File: config.mk
export PLATFORM = sky130hd
export DESIGN_NAME = encoder_window_speed
export DESIGN_NICKNAME = d
export VERILOG_FILES = /design/src/design/ewspd_pkg.sv /design/src/design/ewspd_ring.sv /design/src/design/ewspd_mul.sv /design/src/design/ewspd_div.sv /design/src/design/encoder_window_speed.sv
export SDC_FILE = /design/constraint.sdc
export NUM_CORES = 2
export LEC_CHECK = 0
export BUFFER_PORTS_ARGS = -buffer_cell sky130_fd_sc_hd__buf_4
export CAP_MARGIN = 20
export CELL_PAD_IN_SITES_DETAIL_PLACEMENT = 1
export CELL_PAD_IN_SITES_GLOBAL_PLACEMENT = 2
export CORE_AREA = 2 2 274 411
export CTS_CLUSTER_SIZE = 20
export DETAILED_ROUTE_END_ITERATION = 16
export DIE_AREA = 0 0 276 413
export HOLD_SLACK_MARGIN = 0.15
export PLACE_DENSITY_LB_ADDON = 0.1
export RECOVER_POWER = 100
export SLEW_MARGIN = 20
export SYNTH_ARGS = -nofsm -noshare
export SYNTH_HDL_FRONTEND = slang
export SYNTH_HIERARCHICAL = 1
export SYNTH_SLANG_ARGS = --single-unit
File: constraint.sdc
create_clock -name i_clk -period 15.5 [get_ports i_clk]
set_input_delay 1.55 -clock i_clk [delete_from_list [all_inputs] [get_ports i_clk]]
set_output_delay 1.55 -clock i_clk [all_outputs]
set_load 0.005 [all_outputs]
File: src/design/ewspd_pkg.sv
package ewspd_pkg;

    localparam int DIST_W    = 24;
    localparam int SPEED_W   = 32;
    localparam int STEP_W    = 40;
    localparam int CNT_IN_W  = 16;
    localparam int TIM_IN_W  = 32;
    localparam int DATA_IN_W = CNT_IN_W + TIM_IN_W;
    localparam int DATA_OUT_W = SPEED_W + STEP_W;

    localparam logic [DIST_W-1:0] DIST_RESET = 24'd130900;

    localparam logic FUNC_SAMPLE  = 1'b0;
    localparam logic FUNC_RESTART = 1'b1;

    typedef enum logic [2:0] {
        ST_IDLE,
        ST_READ,
        ST_MUL,
        ST_DIV,
        ST_OUT
    } t_state;

endpackage

File: src/design/ewspd_ring.sv
module ewspd_ring #(
    parameter int SAMPLES    = 8,
    parameter int COUNT_BITS = 16,
    parameter int TIME_BITS  = 32
) (
    input  logic                       i_clk,
    input  logic                       i_rst_n,
    input  logic                       i_restart,
    input  logic [COUNT_BITS-1:0]      i_base_cnt,
    input  logic [TIME_BITS-1:0]       i_base_tim,
    input  logic                       i_wr_en,
    input  logic [$clog2(SAMPLES)-1:0] i_wr_addr,
    input  logic [COUNT_BITS-1:0]      i_wr_cnt,
    input  logic [TIME_BITS-1:0]       i_wr_tim,
    input  logic                       i_rd_en,
    input  logic [$clog2(SAMPLES)-1:0] i_rd_addr_a,
    input  logic [$clog2(SAMPLES)-1:0] i_rd_addr_b,
    output logic [COUNT_BITS-1:0]      o_cnt_a,
    output logic [COUNT_BITS-1:0]      o_cnt_b,
    output logic [TIME_BITS-1:0]       o_tim_b
);

    localparam int EW = COUNT_BITS + TIME_BITS;

    logic [EW-1:0]         r_mem [SAMPLES];
    logic [SAMPLES-1:0]    r_valid;
    logic [EW-1:0]         r_base;
    logic [COUNT_BITS-1:0] r_rd_a;
    logic [EW-1:0]         r_rd_b;
    logic                  r_va;
    logic                  r_vb;
    logic [EW-1:0]         sel_b;

    // entries not written since the last restart read as the restart value
    always_ff @(posedge i_clk) begin
        if (!i_rst_n) begin
            r_valid <= '0;
            r_base  <= '0;
        end else if (i_restart) begin
            r_valid <= '0;
            r_base  <= {i_base_tim, i_base_cnt};
        end else if (i_wr_en) begin
            r_valid[i_wr_addr] <= 1'b1;
        end
    end

    always_ff @(posedge i_clk) begin
        if (i_wr_en) begin
            r_mem[i_wr_addr] <= {i_wr_tim, i_wr_cnt};
        end
    end

    always_ff @(posedge i_clk) begin
        if (i_rd_en) begin
            r_rd_a <= r_mem[i_rd_addr_a][COUNT_BITS-1:0];
            r_rd_b <= r_mem[i_rd_addr_b];
            r_va   <= r_valid[i_rd_addr_a];
            r_vb   <= r_valid[i_rd_addr_b];
        end
    end

    assign sel_b   = r_vb ? r_rd_b : r_base;
    assign o_cnt_a = r_va ? r_rd_a : r_base[COUNT_BITS-1:0];
    assign o_cnt_b = sel_b[COUNT_BITS-1:0];
    assign o_tim_b = sel_b[EW-1:COUNT_BITS];

endmodule

File: src/design/ewspd_mul.sv
module ewspd_mul #(
    parameter int A_W = 24,
    parameter int B_W = 16
) (
    input  logic               i_clk,
    input  logic               i_rst_n,
    input  logic               i_start,
    input  logic [A_W-1:0]     i_a,
    input  logic [B_W-1:0]     i_b,
    output logic               o_busy,
    output logic [A_W+B_W-1:0] o_prod
);

    localparam int P_W = A_W + B_W;
    localparam int C_W = $clog2(B_W + 1);

    logic [P_W-1:0] r_acc;
    logic [A_W-1:0] r_mcand;
    logic [C_W-1:0] r_left;
    logic [A_W:0]   sum;

    // one multiplier bit per cycle, lsb first
    assign sum = {1'b0, r_acc[P_W-1:B_W]} + (r_acc[0] ? {1'b0, r_mcand} : '0);

    always_ff @(posedge i_clk) begin
        if (!i_rst_n) begin
            r_left <= '0;
        end else if (i_start) begin
            r_left <= C_W'(B_W);
        end else if (r_left != '0) begin
            r_left <= r_left - 1'b1;
        end
    end

    always_ff @(posedge i_clk) begin
        if (i_start) begin
            r_acc   <= {{A_W{1'b0}}, i_b};
            r_mcand <= i_a;
        end else if (r_left != '0) begin
            r_acc   <= {sum, r_acc[B_W-1:1]};
        end
    end

    assign o_busy = (r_left != '0);
    assign o_prod = r_acc;

endmodule

File: src/design/ewspd_div.sv
module ewspd_div #(
    parameter int N_W = 40,
    parameter int D_W = 32
) (
    input  logic           i_clk,
    input  logic           i_rst_n,
    input  logic           i_start,
    input  logic [N_W-1:0] i_num,
    input  logic [D_W-1:0] i_den,
    output logic           o_busy,
    output logic [N_W-1:0] o_quo
);

    localparam int C_W = $clog2(N_W + 1);

    logic [N_W-1:0] r_q;
    logic [D_W-1:0] r_rem;
    logic [D_W-1:0] r_den;
    logic [C_W-1:0] r_left;
    logic [D_W:0]   shifted;
    logic [D_W+1:0] diff;

    // restoring division, one quotient bit per cycle
    assign shifted = {r_rem, r_q[N_W-1]};
    assign diff    = {1'b0, shifted} - {2'b00, r_den};

    always_ff @(posedge i_clk) begin
        if (!i_rst_n) begin
            r_left <= '0;
        end else if (i_start) begin
            r_left <= C_W'(N_W);
        end else if (r_left != '0) begin
            r_left <= r_left - 1'b1;
        end
    end

    always_ff @(posedge i_clk) begin
        if (i_start) begin
            r_q   <= i_num;
            r_rem <= '0;
            r_den <= i_den;
        end else if (r_left != '0) begin
            if (diff[D_W+1]) begin
                r_rem <= shifted[D_W-1:0];
                r_q   <= {r_q[N_W-2:0], 1'b0};
            end else begin
                r_rem <= diff[D_W-1:0];
                r_q   <= {r_q[N_W-2:0], 1'b1};
            end
        end
    end

    assign o_busy = (r_left != '0);
    assign o_quo  = r_q;

endmodule

File: src/design/encoder_window_speed.sv
// Encoder window speed estimator. Each sample transfer (tuser = 0) stores the
// counter reading and microsecond timestamp in a ring of SAMPLES entries and
// produces one result transfer: the window speed in mm/s (count change against
// the oldest entry times the distance per pulse, over the time span, truncated
// toward zero and saturated, 0 on a zero span) and the last step distance in
// nm (held on a zero span). A restart transfer (tuser = 1) refills the window
// with the given reading and produces nothing. A sample passes through two
// bit-serial shift-add multipliers running in parallel and then a restoring
// divider, one item at a time. A finished result waits in the output register
// while the next sample is taken in. The distance per pulse register resets
// to 130900 nm and may be written whenever the block is idle.
module encoder_window_speed #(
    parameter int SAMPLES    = 8,
    parameter int COUNT_BITS = 16,
    parameter int TIME_BITS  = 32
) (
    input  logic                                i_clk,
    input  logic                                i_rst_n,
    input  logic                                i_cfg_wr_en,
    input  logic [ewspd_pkg::DIST_W-1:0]        i_cfg_wr_data,
    input  logic                                s_axis_tvalid,
    output logic                                s_axis_tready,
    // counter_value, timestamp_us
    input  logic [ewspd_pkg::DATA_IN_W-1:0]     s_axis_tdata,
    // func
    input  logic                                s_axis_tuser,
    output logic                                m_axis_tvalid,
    input  logic                                m_axis_tready,
    // speed_mm_s, last_step_nm
    output logic [ewspd_pkg::DATA_OUT_W-1:0]    m_axis_tdata
);

    localparam int AW  = $clog2(SAMPLES);
    localparam int DW  = ewspd_pkg::DIST_W;
    localparam int PW  = DW + COUNT_BITS;
    localparam int SPW = ewspd_pkg::SPEED_W;
    localparam int STW = ewspd_pkg::STEP_W;
    localparam int LW  = ((PW > STW) ? PW : STW) + 1;

    localparam logic [AW-1:0] SLOT_LAST = AW'(SAMPLES - 1);
    localparam logic [LW-1:0] SP_POS_LIM = (LW'(1) << (SPW - 1)) - LW'(1);
    localparam logic [LW-1:0] SP_NEG_LIM = LW'(1) << (SPW - 1);
    localparam logic [LW-1:0] ST_POS_LIM = (LW'(1) << (STW - 1)) - LW'(1);
    localparam logic [LW-1:0] ST_NEG_LIM = LW'(1) << (STW - 1);

    ewspd_pkg::t_state r_state;
    ewspd_pkg::t_state n_state;

    logic [DW-1:0]         r_dist;
    logic [AW-1:0]         r_slot;
    logic [COUNT_BITS-1:0] r_cnt;
    logic [TIME_BITS-1:0]  r_tim;
    logic                  r_step_neg;
    logic                  r_win_neg;
    logic                  r_span_zero;
    logic [TIME_BITS-1:0]  r_span;
    logic [STW-1:0]        r_held;
    logic                  r_out_valid;
    logic [SPW-1:0]        r_out_speed;
    logic [STW-1:0]        r_out_step;

    logic                  accept;
    logic                  restart;
    logic                  sample;
    logic [COUNT_BITS-1:0] in_cnt;
    logic [TIME_BITS-1:0]  in_tim;
    logic [AW-1:0]         slot_cur;
    logic [AW-1:0]         slot_old;
    logic [COUNT_BITS-1:0] cnt_prev;
    logic [COUNT_BITS-1:0] cnt_old;
    logic [TIME_BITS-1:0]  tim_old;
    logic [COUNT_BITS-1:0] d_step;
    logic [COUNT_BITS-1:0] d_win;
    logic [COUNT_BITS-1:0] m_step;
    logic [COUNT_BITS-1:0] m_win;
    logic [TIME_BITS-1:0]  span;
    logic                  mul_start;
    logic                  div_start;
    logic                  load_out;
    logic                  step_busy;
    logic                  win_busy;
    logic                  div_busy;
    logic [PW-1:0]         step_prod;
    logic [PW-1:0]         win_prod;
    logic [PW-1:0]         quo;
    logic [LW-1:0]         q_ext;
    logic [LW-1:0]         q_neg;
    logic [LW-1:0]         p_ext;
    logic [LW-1:0]         p_neg;
    logic [SPW-1:0]        speed_sat;
    logic [STW-1:0]        step_sat;

    assign in_cnt  = COUNT_BITS'(s_axis_tdata[ewspd_pkg::CNT_IN_W-1:0]);
    assign in_tim  = TIME_BITS'(s_axis_tdata[ewspd_pkg::DATA_IN_W-1:ewspd_pkg::CNT_IN_W]);
    assign accept  = s_axis_tvalid && s_axis_tready;
    assign restart = accept && (s_axis_tuser == ewspd_pkg::FUNC_RESTART);
    assign sample  = accept && (s_axis_tuser == ewspd_pkg::FUNC_SAMPLE);

    assign slot_cur = (r_slot == SLOT_LAST) ? '0 : r_slot + 1'b1;
    assign slot_old = (slot_cur == SLOT_LAST) ? '0 : slot_cur + 1'b1;

    ewspd_ring #(
        .SAMPLES    (SAMPLES),
        .COUNT_BITS (COUNT_BITS),
        .TIME_BITS  (TIME_BITS)
    ) u_ring (
        .i_clk       (i_clk),
        .i_rst_n     (i_rst_n),
        .i_restart   (restart),
        .i_base_cnt  (in_cnt),
        .i_base_tim  (in_tim),
        .i_wr_en     (sample),
        .i_wr_addr   (slot_cur),
        .i_wr_cnt    (in_cnt),
        .i_wr_tim    (in_tim),
        .i_rd_en     (sample),
        .i_rd_addr_a (r_slot),
        .i_rd_addr_b (slot_old),
        .o_cnt_a     (cnt_prev),
        .o_cnt_b     (cnt_old),
        .o_tim_b     (tim_old)
    );

    // wrapped differences, split into sign and magnitude for the serial units
    assign d_step = r_cnt - cnt_prev;
    assign d_win  = r_cnt - cnt_old;
    assign m_step = d_step[COUNT_BITS-1] ? ('0 - d_step) : d_step;
    assign m_win  = d_win[COUNT_BITS-1] ? ('0 - d_win) : d_win;
    assign span   = r_tim - tim_old;

    ewspd_mul #(.A_W(DW), .B_W(COUNT_BITS)) u_mul_step (
        .i_clk   (i_clk),
        .i_rst_n (i_rst_n),
        .i_start (mul_start),
        .i_a     (r_dist),
        .i_b     (m_step),
        .o_busy  (step_busy),
        .o_prod  (step_prod)
    );

    ewspd_mul #(.A_W(DW), .B_W(COUNT_BITS)) u_mul_win (
        .i_clk   (i_clk),
        .i_rst_n (i_rst_n),
        .i_start (mul_start),
        .i_a     (r_dist),
        .i_b     (m_win),
        .o_busy  (win_busy),
        .o_prod  (win_prod)
    );

    ewspd_div #(.N_W(PW), .D_W(TIME_BITS)) u_div (
        .i_clk   (i_clk),
        .i_rst_n (i_rst_n),
        .i_start (div_start),
        .i_num   (win_prod),
        .i_den   (r_span),
        .o_busy  (div_busy),
        .o_quo   (quo)
    );

    // saturation to the signed output ranges
    always_comb begin
        q_ext = LW'(quo);
        q_neg = LW'(0) - q_ext;
        p_ext = LW'(step_prod);
        p_neg = LW'(0) - p_ext;
        if (r_span_zero) begin
            speed_sat = '0;
        end else if (!r_win_neg) begin
            speed_sat = (q_ext > SP_POS_LIM) ? {1'b0, {(SPW-1){1'b1}}} : q_ext[SPW-1:0];
        end else begin
            speed_sat = (q_ext > SP_NEG_LIM) ? {1'b1, {(SPW-1){1'b0}}} : q_neg[SPW-1:0];
        end
        if (r_span_zero) begin
            step_sat = r_held;
        end else if (!r_step_neg) begin
            step_sat = (p_ext > ST_POS_LIM) ? {1'b0, {(STW-1){1'b1}}} : p_ext[STW-1:0];
        end else begin
            step_sat = (p_ext > ST_NEG_LIM) ? {1'b1, {(STW-1){1'b0}}} : p_neg[STW-1:0];
        end
    end

    always_comb begin
        n_state       = r_state;
        s_axis_tready = 1'b0;
        mul_start     = 1'b0;
        div_start     = 1'b0;
        load_out      = 1'b0;
        case (r_state)
            ewspd_pkg::ST_IDLE: begin
                s_axis_tready = 1'b1;
                if (sample) begin
                    n_state = ewspd_pkg::ST_READ;
                end
            end
            ewspd_pkg::ST_READ: begin
                mul_start = 1'b1;
                n_state   = ewspd_pkg::ST_MUL;
            end
            ewspd_pkg::ST_MUL: begin
                if (!step_busy && !win_busy) begin
                    div_start = 1'b1;
                    n_state   = ewspd_pkg::ST_DIV;
                end
            end
            ewspd_pkg::ST_DIV: begin
                if (!div_busy) begin
                    n_state = ewspd_pkg::ST_OUT;
                end
            end
            ewspd_pkg::ST_OUT: begin
                if (!r_out_valid || m_axis_tready) begin
                    load_out = 1'b1;
                    n_state  = ewspd_pkg::ST_IDLE;
                end
            end
            default: begin
                n_state = ewspd_pkg::ST_IDLE;
            end
        endcase
    end

    always_ff @(posedge i_clk) begin
        if (!i_rst_n) begin
            r_state <= ewspd_pkg::ST_IDLE;
        end else begin
            r_state <= n_state;
        end
    end

    always_ff @(posedge i_clk) begin
        if (!i_rst_n) begin
            r_dist      <= ewspd_pkg::DIST_RESET;
            r_slot      <= '0;
            r_held      <= '0;
            r_out_valid <= 1'b0;
        end else begin
            if (i_cfg_wr_en) begin
                r_dist <= i_cfg_wr_data;
            end
            if (restart) begin
                r_slot <= '0;
            end else if (sample) begin
                r_slot <= slot_cur;
            end
            if (load_out) begin
                r_held      <= step_sat;
                r_out_valid <= 1'b1;
            end else if (m_axis_tready) begin
                r_out_valid <= 1'b0;
            end
        end
    end

    always_ff @(posedge i_clk) begin
        if (sample) begin
            r_cnt <= in_cnt;
            r_tim <= in_tim;
        end
        if (mul_start) begin
            r_step_neg  <= d_step[COUNT_BITS-1];
            r_win_neg   <= d_win[COUNT_BITS-1];
            r_span      <= span;
            r_span_zero <= (span == '0);
        end
        if (load_out) begin
            r_out_speed <= speed_sat;
            r_out_step  <= step_sat;
        end
    end

    assign m_axis_tvalid = r_out_valid;
    assign m_axis_tdata  = {r_out_step, r_out_speed};

endmodule

-- Word-level counts from Yosys, hierarchy flattened
Memory sizes are Yosys's and may differ from the RTL's. A register that Yosys moved wholly into a read port is not among the register bits.
Index checks and enable logic that the tools add are counted.
- bits in registers: 508
- bits in latches: 0
- bits in writable memories: 384
- memory bits (read-only): 0
- input bits: 78
- output and inout bits: 74
- word-level logic and storage cells: 140
- memories: 1
- memory list (memory ; words ; bits a word ; rd ports ; clocked after memory_dff ; write ports ; RTL line ; source):
    u_ring.r_mem ; 8 ; 48 ; 2 ; 2 ; 1 ; ewspd_ring.sv:25 ; logic [EW-1:0] r_mem [SAMPLES];
- $add $sub $neg: 15
- multiply operators: 0
- divide/modulo/power cells: 0
- $lt $le $gt $ge: 8
- eq/ne operators: 10
- shift operators: 0
- muxes and demuxes: 50
- bitwise operators: 3
- reductions and logical operators: 22
- operator list (kind ; count):
    40-bit 2-to-1 mux ; 6
    32-bit 2-to-1 mux ; 4
    16-bit 2-to-1 mux ; 7
    24-bit by 24-bit adder with 25-bit output ; 2
    24-bit 2-to-1 mux ; 2
    48-bit 2-to-1 mux ; 1
    40-bit by 31-bit > comparator with 1-bit output (second input constant) ; 1
    40-bit by 32-bit > comparator with 1-bit output (second input constant) ; 1
    40-bit by 39-bit > comparator with 1-bit output (second input constant) ; 1
    40-bit > comparator (second input constant) ; 1
    1-bit by 40-bit subtractor with 40-bit output (first input constant) ; 1
    33-bit by 32-bit subtractor with 34-bit output ; 1
    32-bit logical NOT ; 1
    1-bit by 16-bit subtractor with 16-bit output (first input constant) ; 2
    1-bit by 32-bit subtractor with 32-bit output (first input constant) ; 1
    16-bit subtractor ; 2
    32-bit subtractor ; 1
    5-bit 2-to-1 mux ; 4
    3-bit 2-to-1 mux ; 6
    3-bit case mux with 5 select lines ; 1
    1-bit 2-to-1 mux ; 14
    3-bit by 4-bit < comparator with 1-bit output (second input constant) ; 3
    6-bit 2-to-1 mux ; 2
    5-bit nonzero test ; 2
    other kinds (20) ; 41

-- Longest topological paths before layout
- depth after elaboration: 7
- gate-level depth with buffers: 17
- depth with buffers taken out: 15

-- Hierarchy
Netlist, hierarchy kept.
- by module, submodules not included (module ; times used ; cells an instance ; area an instance (sq um) ; sequential area each (sq um)):
    ewspd_ring ; 1 ; 950 ; 20327.0 ; 14634.0
    encoder_window_speed ; 1 ; 1492 ; 13772.0 ; 6075.8
    ewspd_div ; 1 ; 610 ; 6296.0 ; 2922.8
    ewspd_mul (u_mul_win) ; 1 ; 382 ; 3957.5 ; 1781.7
    ewspd_mul (u_mul_step) ; 1 ; 395 ; 3916.3 ; 1781.7

-- Worst setup path after synthesis
No wires, ideal clock.
- path kind: input -> register
- start point: input s_axis_tvalid
- end point: memory u_ring/r_mem[2][0] (netlist name), enable pin
- setup time: 0.577 ns
- data arrival time: 11.571 ns
- required time: 14.923 ns
- path slack: 3.352 ns
- cell stages on the path: 4
- path buffers: 1
- path through: nand2_1 nor2_1 clkbuf_1 nor4bb_1
- cells in the longest elaborated chain, start to end: 4
- ends and longest elaborated chain (element ; RTL line ; source):
    start, declared ; encoder_window_speed.sv:21 ; input logic s_axis_tvalid,
    1-bit logical AND ; encoder_window_speed.sv:95 ; assign accept = s_axis_tvalid && s_axis_tready;
    1-bit logical AND ; encoder_window_speed.sv:97 ; assign sample = accept && (s_axis_tuser == ewspd_pkg::FUNC_SAMPLE);
    net sample ; encoder_window_speed.sv:64 ; logic sample;
    1-bit 2-to-1 mux ; ewspd_ring.sv:48 ; if (i_wr_en) begin
    1-bit 2-to-1 mux (implied by the code) ; ewspd_ring.sv:49 ; r_mem[i_wr_addr] <= {i_wr_tim, i_wr_cnt};
    end, declared ; ewspd_ring.sv:25 ;
The timed path passes the listed nets, and every way through them passes these cells.

-- Final worst setup path
- start point: register r_state[2]
- end point: memory u_ring/r_mem[1][16] (netlist name), enable pin
- cells in the longest elaborated chain, start to end: 6
- ends and longest elaborated chain (element ; RTL line ; source):
    start, declared ; encoder_window_speed.sv:46 ; ewspd_pkg::t_state r_state;
    start signal, assigned ; encoder_window_speed.sv:225 ; r_state <= ewspd_pkg::ST_IDLE;
    start signal, assigned ; encoder_window_speed.sv:227 ; r_state <= n_state;
    3-bit logical NOT ; encoder_window_speed.sv:189 ; case (r_state)
    1-bit 2-to-1 mux ; encoder_window_speed.sv:189 ;
    1-bit logical AND ; encoder_window_speed.sv:95 ;
    1-bit logical AND ; encoder_window_speed.sv:97 ;
    net sample ; encoder_window_speed.sv:64 ;
    1-bit 2-to-1 mux ; ewspd_ring.sv:48 ;
    1-bit 2-to-1 mux (implied by the code) ; ewspd_ring.sv:49 ;
The timed path passes the listed nets, and every way through them passes these cells.

==> out/results.txt <==
The first global-routing pass estimated 200100 um of wire. The run gives -1.744 as the worst slew margin relative to its limit. The overall global routing resource usage was 0.2279. The commonest cells after synthesis are sky130_fd_sc_hd__edfxtp_1 (757), sky130_fd_sc_hd__nand2_1 (256), sky130_fd_sc_hd__nor2_1 (231), sky130_fd_sc_hd__a21oi_1 (224), sky130_fd_sc_hd__dfxtp_1 (223). Counting the fill cells in the layout gives 11.30k. The tools report the sort of element at the end of the critical path as a register. Across the whole layout, storage elements account for 27200 um^2. In the final routing, the length of wire on met1 measures 51960 um. Routability-driven placement finished with a final weighted congestion of 0.8240.

Synthesis handed over a netlist of 3829 instances. Averaged over all synthesized cells, the footprint is 12.61 um^2. The tools report the number of warning messages in the yosys log as 6. The power density over the cells was 163.4 nW/um^2. The run gives 0.4359 as the starting density of the core. The worst setup path is launched from a register. Synthesis instantiated 109 different standard cells from the library. The tree built by TritonCTS fans out to 980 sinks. The net count of the finished layout came out at 4194. Setup repair after global routing left no endpoint under its margin. The length of routed met2 wiring is 70530 um. On the final layout, the worst clock skew is 34.27 ps. For this block, the initial DRC count from the detailed router was 1760. The highest attainable clock frequency is 112.1 MHz, and the area added between synthesis and finish is 11.43%. The tools report the floorplan die area as 114000 um^2.

The maximum single-stage delay on the critical path is 2730 ps. The tools report the net count after synthesis as 4067. The synthesis-stage register bit count was 980. The flow ran to the end, but the final reports show violations. The most used standard cell by instance count after synthesis was sky130_fd_sc_hd__edfxtp_1. The die is 413 um tall. The number of antenna-violating nets in the routed design is 0. The quantity of I/O buffers inserted on ports was 151; the final max-slew violation count was 1133. The logs give 33.38k for the via count of the first global-routing pass and 0.5634 for the proportion of synthesized chip area in sequential cells. Yosys attributes the largest share of cell area to sky130_fd_sc_hd__edfxtp_1 (47%), sky130_fd_sc_hd__dfxtp_1 (9.2%), sky130_fd_sc_hd__mux4_2 (6.2%). The checks that failed: design-rule violations, max-capacitance violations, max-slew violations.

The logs give 88830 um for the post-detailed-placement half-perimeter wirelength and 0.4857 for the final standard cell utilization of the core. In this design, the critical path's most frequently occurring cell is sky130_fd_sc_hd__clkbuf_1. After clock tree synthesis, the repair step resized 0 gates. The first detailed-routing pass ran for 11 iterations. Data on the critical path is required at its endpoint by 15710 ps.

The library cell used as clock root buffer was sky130_fd_sc_hd__clkbuf_16. After detailed routing, the number of remaining DRC violations is 16. Peak supply drop: 0.1189 mV.

The repair_antennas step left the layout with diodes totalling 0. The share of post-route cells with drive strength above 1 is 0.1611. Summed over all instances, the cell type with the most area after synthesis is sky130_fd_sc_hd__edfxtp_1. Once the clock tree was built, the setup fixing pass inserted 0 buffers. Across the run, the number of max-cap violations was 25.

The tools report the number of levels in the clock H-tree as 3. Summing all multi-input logic gate instances after layout gives 19510 um^2. Reported leakage power: 18.75 nW.

In this run, post-CTS hold repair placed 0 buffers. The share of async-settable or async-resettable flops after synthesis works out to 0. The predominant post-synthesis flop cell was sky130_fd_sc_hd__edfxtp_1. The aggregate routed wire length is 130200 um.

The initial antenna violation count was 6; the slew at the pin closest to its max-slew limit was 4116 ps. The floorplan has 150 rows. Among all stages on the critical path, the largest delay is contributed by sky130_fd_sc_hd__clkbuf_1.

The horizontal extent of the die is 276 um, and the count of endpoints failing hold in the final timing report is 0. The synthesized netlist occupies a cell area of 48270 um^2. The fraction of the cycle the final worst path needs is 0.5757.

Wire segments on met3 add up to 4149 um in the final route. The worst path in the final design needs a cycle of 8923 ps, including I/O delays and setup. The via-per-instance ratio came out at 5.710. TritonCTS built the clock tree. The area inside the core boundary came out at 110700 um^2. The count of endpoints failing setup in the final report is 0, and the maximum buffer depth of the clock tree is 3.

The area share of the largest cell type after synthesis works out to 0.4709. Class of the most critical setup path: reg -> reg. The critical path arrival is 9130 ps. Setup total negative slack on the finished layout was measured at 0 ps.

The peak fanout along the critical path works out to 65. The count of flip-flops with a built-in enable after synthesis works out to 757. The final route contains 31.32k vias.

The tools report the number of top-level pins as 152. For the worst-skew pair, the clock arrives at the later sink with an insertion delay of 710 ps. The remaining global-route overflow is 0. In the final routed layout, each cell accounts on average for 23.75 um. Walking the worst path, the cells encountered are nor3_1 -> clkbuf_1 -> nand2_1 -> nor2_4 -> clkbuf_1 -> nor4bb_1 -> clkbuf_1. The pin count of the biggest net entering global routing was 153; the clock-pin transition on the worst setup and hold timing paths was 60 ps. The min-delay analysis places its worst path in the category reg -> reg. The uppermost metal layer occupied by signal nets is met5. The number of buffers inserted during clock tree synthesis is 98.
## final timing paths
| check | start | end | slack [ps] | cells past startpoint |
|---|---|---|---|---|
| worst max-delay path | r_state[2] | u_ring/r_mem[1][16] | 6580 | 7 |
| worst min register to register | r_span[13] | u_div/r_den[13] | 390 | 0 |
| worst min-delay path | r_span[13] | u_div/r_den[13] | 390 | 0 |
| worst max register to register | r_state[2] | u_ring/r_mem[1][16] | 6580 | 7 |
## routing by layer
layer	GRT usage	vias up
li1	-	14710
met1	0.2637	15880
met2	0.4393	531
met3	0.02306	192
met4	0.07226	8
met5	0	-
## where the power goes
part	internal [W]	switching, W	total [W]
clock	0.00141	0.00106	0.00247
combinational	0.00111	0.00161	0.00272
sequential	0.00325	0.000348	0.00359
total	0.00577	0.00302	0.00879
## layout make-up
class                   count  share of cell area
flip-flops and latches    980              0.5056
clock buffers             137             0.05216
clock inverters            48             0.01014
well taps                1444             0.03359
inverters                 186             0.01314
multi-input cells        2488              0.3628
repair buffers            202             0.02256
## kinds of logic after synthesis
kind of cell | Yosys count | share of synthesized area
buffers and inverters | 361 | 0.03263
multiplexers | 424 | 0.1274
XOR/XNOR | 143 | 0.02595
AO/OA/AOI/OAI | 769 | 0.1046
flip-flops | 980 | 0.5634
AND/OR/NAND/NOR | 992 | 0.1036
adder cells (fa/ha/maj) | 160 | 0.04241
## worst max-delay path: cells and delay by family (launching register included)
kind	cells	cell delay, ps
flip-flops	1	370
buffers and inverters	3	5870
AND/OR/NAND/NOR	4	2090
## sequential cells by signal (all words and copies together) (netlist names), 8 cells and up
name and cells:
r_cnt 16, r_held 40, u_mul_win/r_mcand 24, u_div/r_rem 32
r_tim 32, u_div/o_quo 40, u_ring/r_base 48, u_ring/r_rd_a 16
r_span 32, u_ring/r_mem 384, u_div/r_den 32, u_ring/r_rd_b 48
u_mul_win/o_prod 40, u_mul_step/o_prod 40, r_out_speed 32, u_ring/r_valid 8
r_out_step 40, r_dist 24, u_mul_step/r_mcand 24
## cell usage in the layout, fill, tap and decap left out, types with 81 or more instances in the layout
| master | netlist | routed |
|---|---|---|
| sky130_fd_sc_hd__nor2b_1 | 81 | 81 |
| sky130_fd_sc_hd__nor2_1 | 231 | 229 |
| sky130_fd_sc_hd__nor3_1 | 98 | 98 |
| sky130_fd_sc_hd__xnor2_1 | 84 | 83 |
| sky130_fd_sc_hd__ha_1 | 154 | 154 |
| sky130_fd_sc_hd__mux2_2 | 204 | 193 |
| sky130_fd_sc_hd__clkbuf_1 | 115 | 108 |
| sky130_fd_sc_hd__a21oi_1 | 224 | 224 |
| sky130_fd_sc_hd__mux4_2 | 132 | 132 |
| sky130_fd_sc_hd__mux2i_1 | 88 | 88 |
| sky130_fd_sc_hd__nand2_1 | 256 | 257 |
| sky130_fd_sc_hd__o21ai_0 | 143 | 148 |
| sky130_fd_sc_hd__clkbuf_16 | 0 | 103 |
| sky130_fd_sc_hd__inv_1 | 183 | 176 |
| sky130_fd_sc_hd__dfxtp_1 | 223 | 223 |
| sky130_fd_sc_hd__edfxtp_1 | 757 | 757 |
## metrics by stage
| stage | worst slack, ps | instance area [um^2] | hold slack, ps | std cells | power [W] |
|---|---|---|---|---|---|
| after floorplan | 3352 | 48270 | 400.3 | 3829 | 0.005587 |
| after CTS | 10760 | 54200 | 391.9 | 5485 | 0.008913 |
| after global routing | 5682 | 53790 | 399.6 | 5485 | 0.009303 |
| after global placement | 10900 | 50850 | 401.6 | 5300 | 0.006381 |
| after detailed placement | 10820 | 50850 | 405.2 | 5300 | 0.006418 |
| final | 6577 | 53790 | 388.7 | 5485 | 0.008791 |
(Power assumes the default switching activity.)
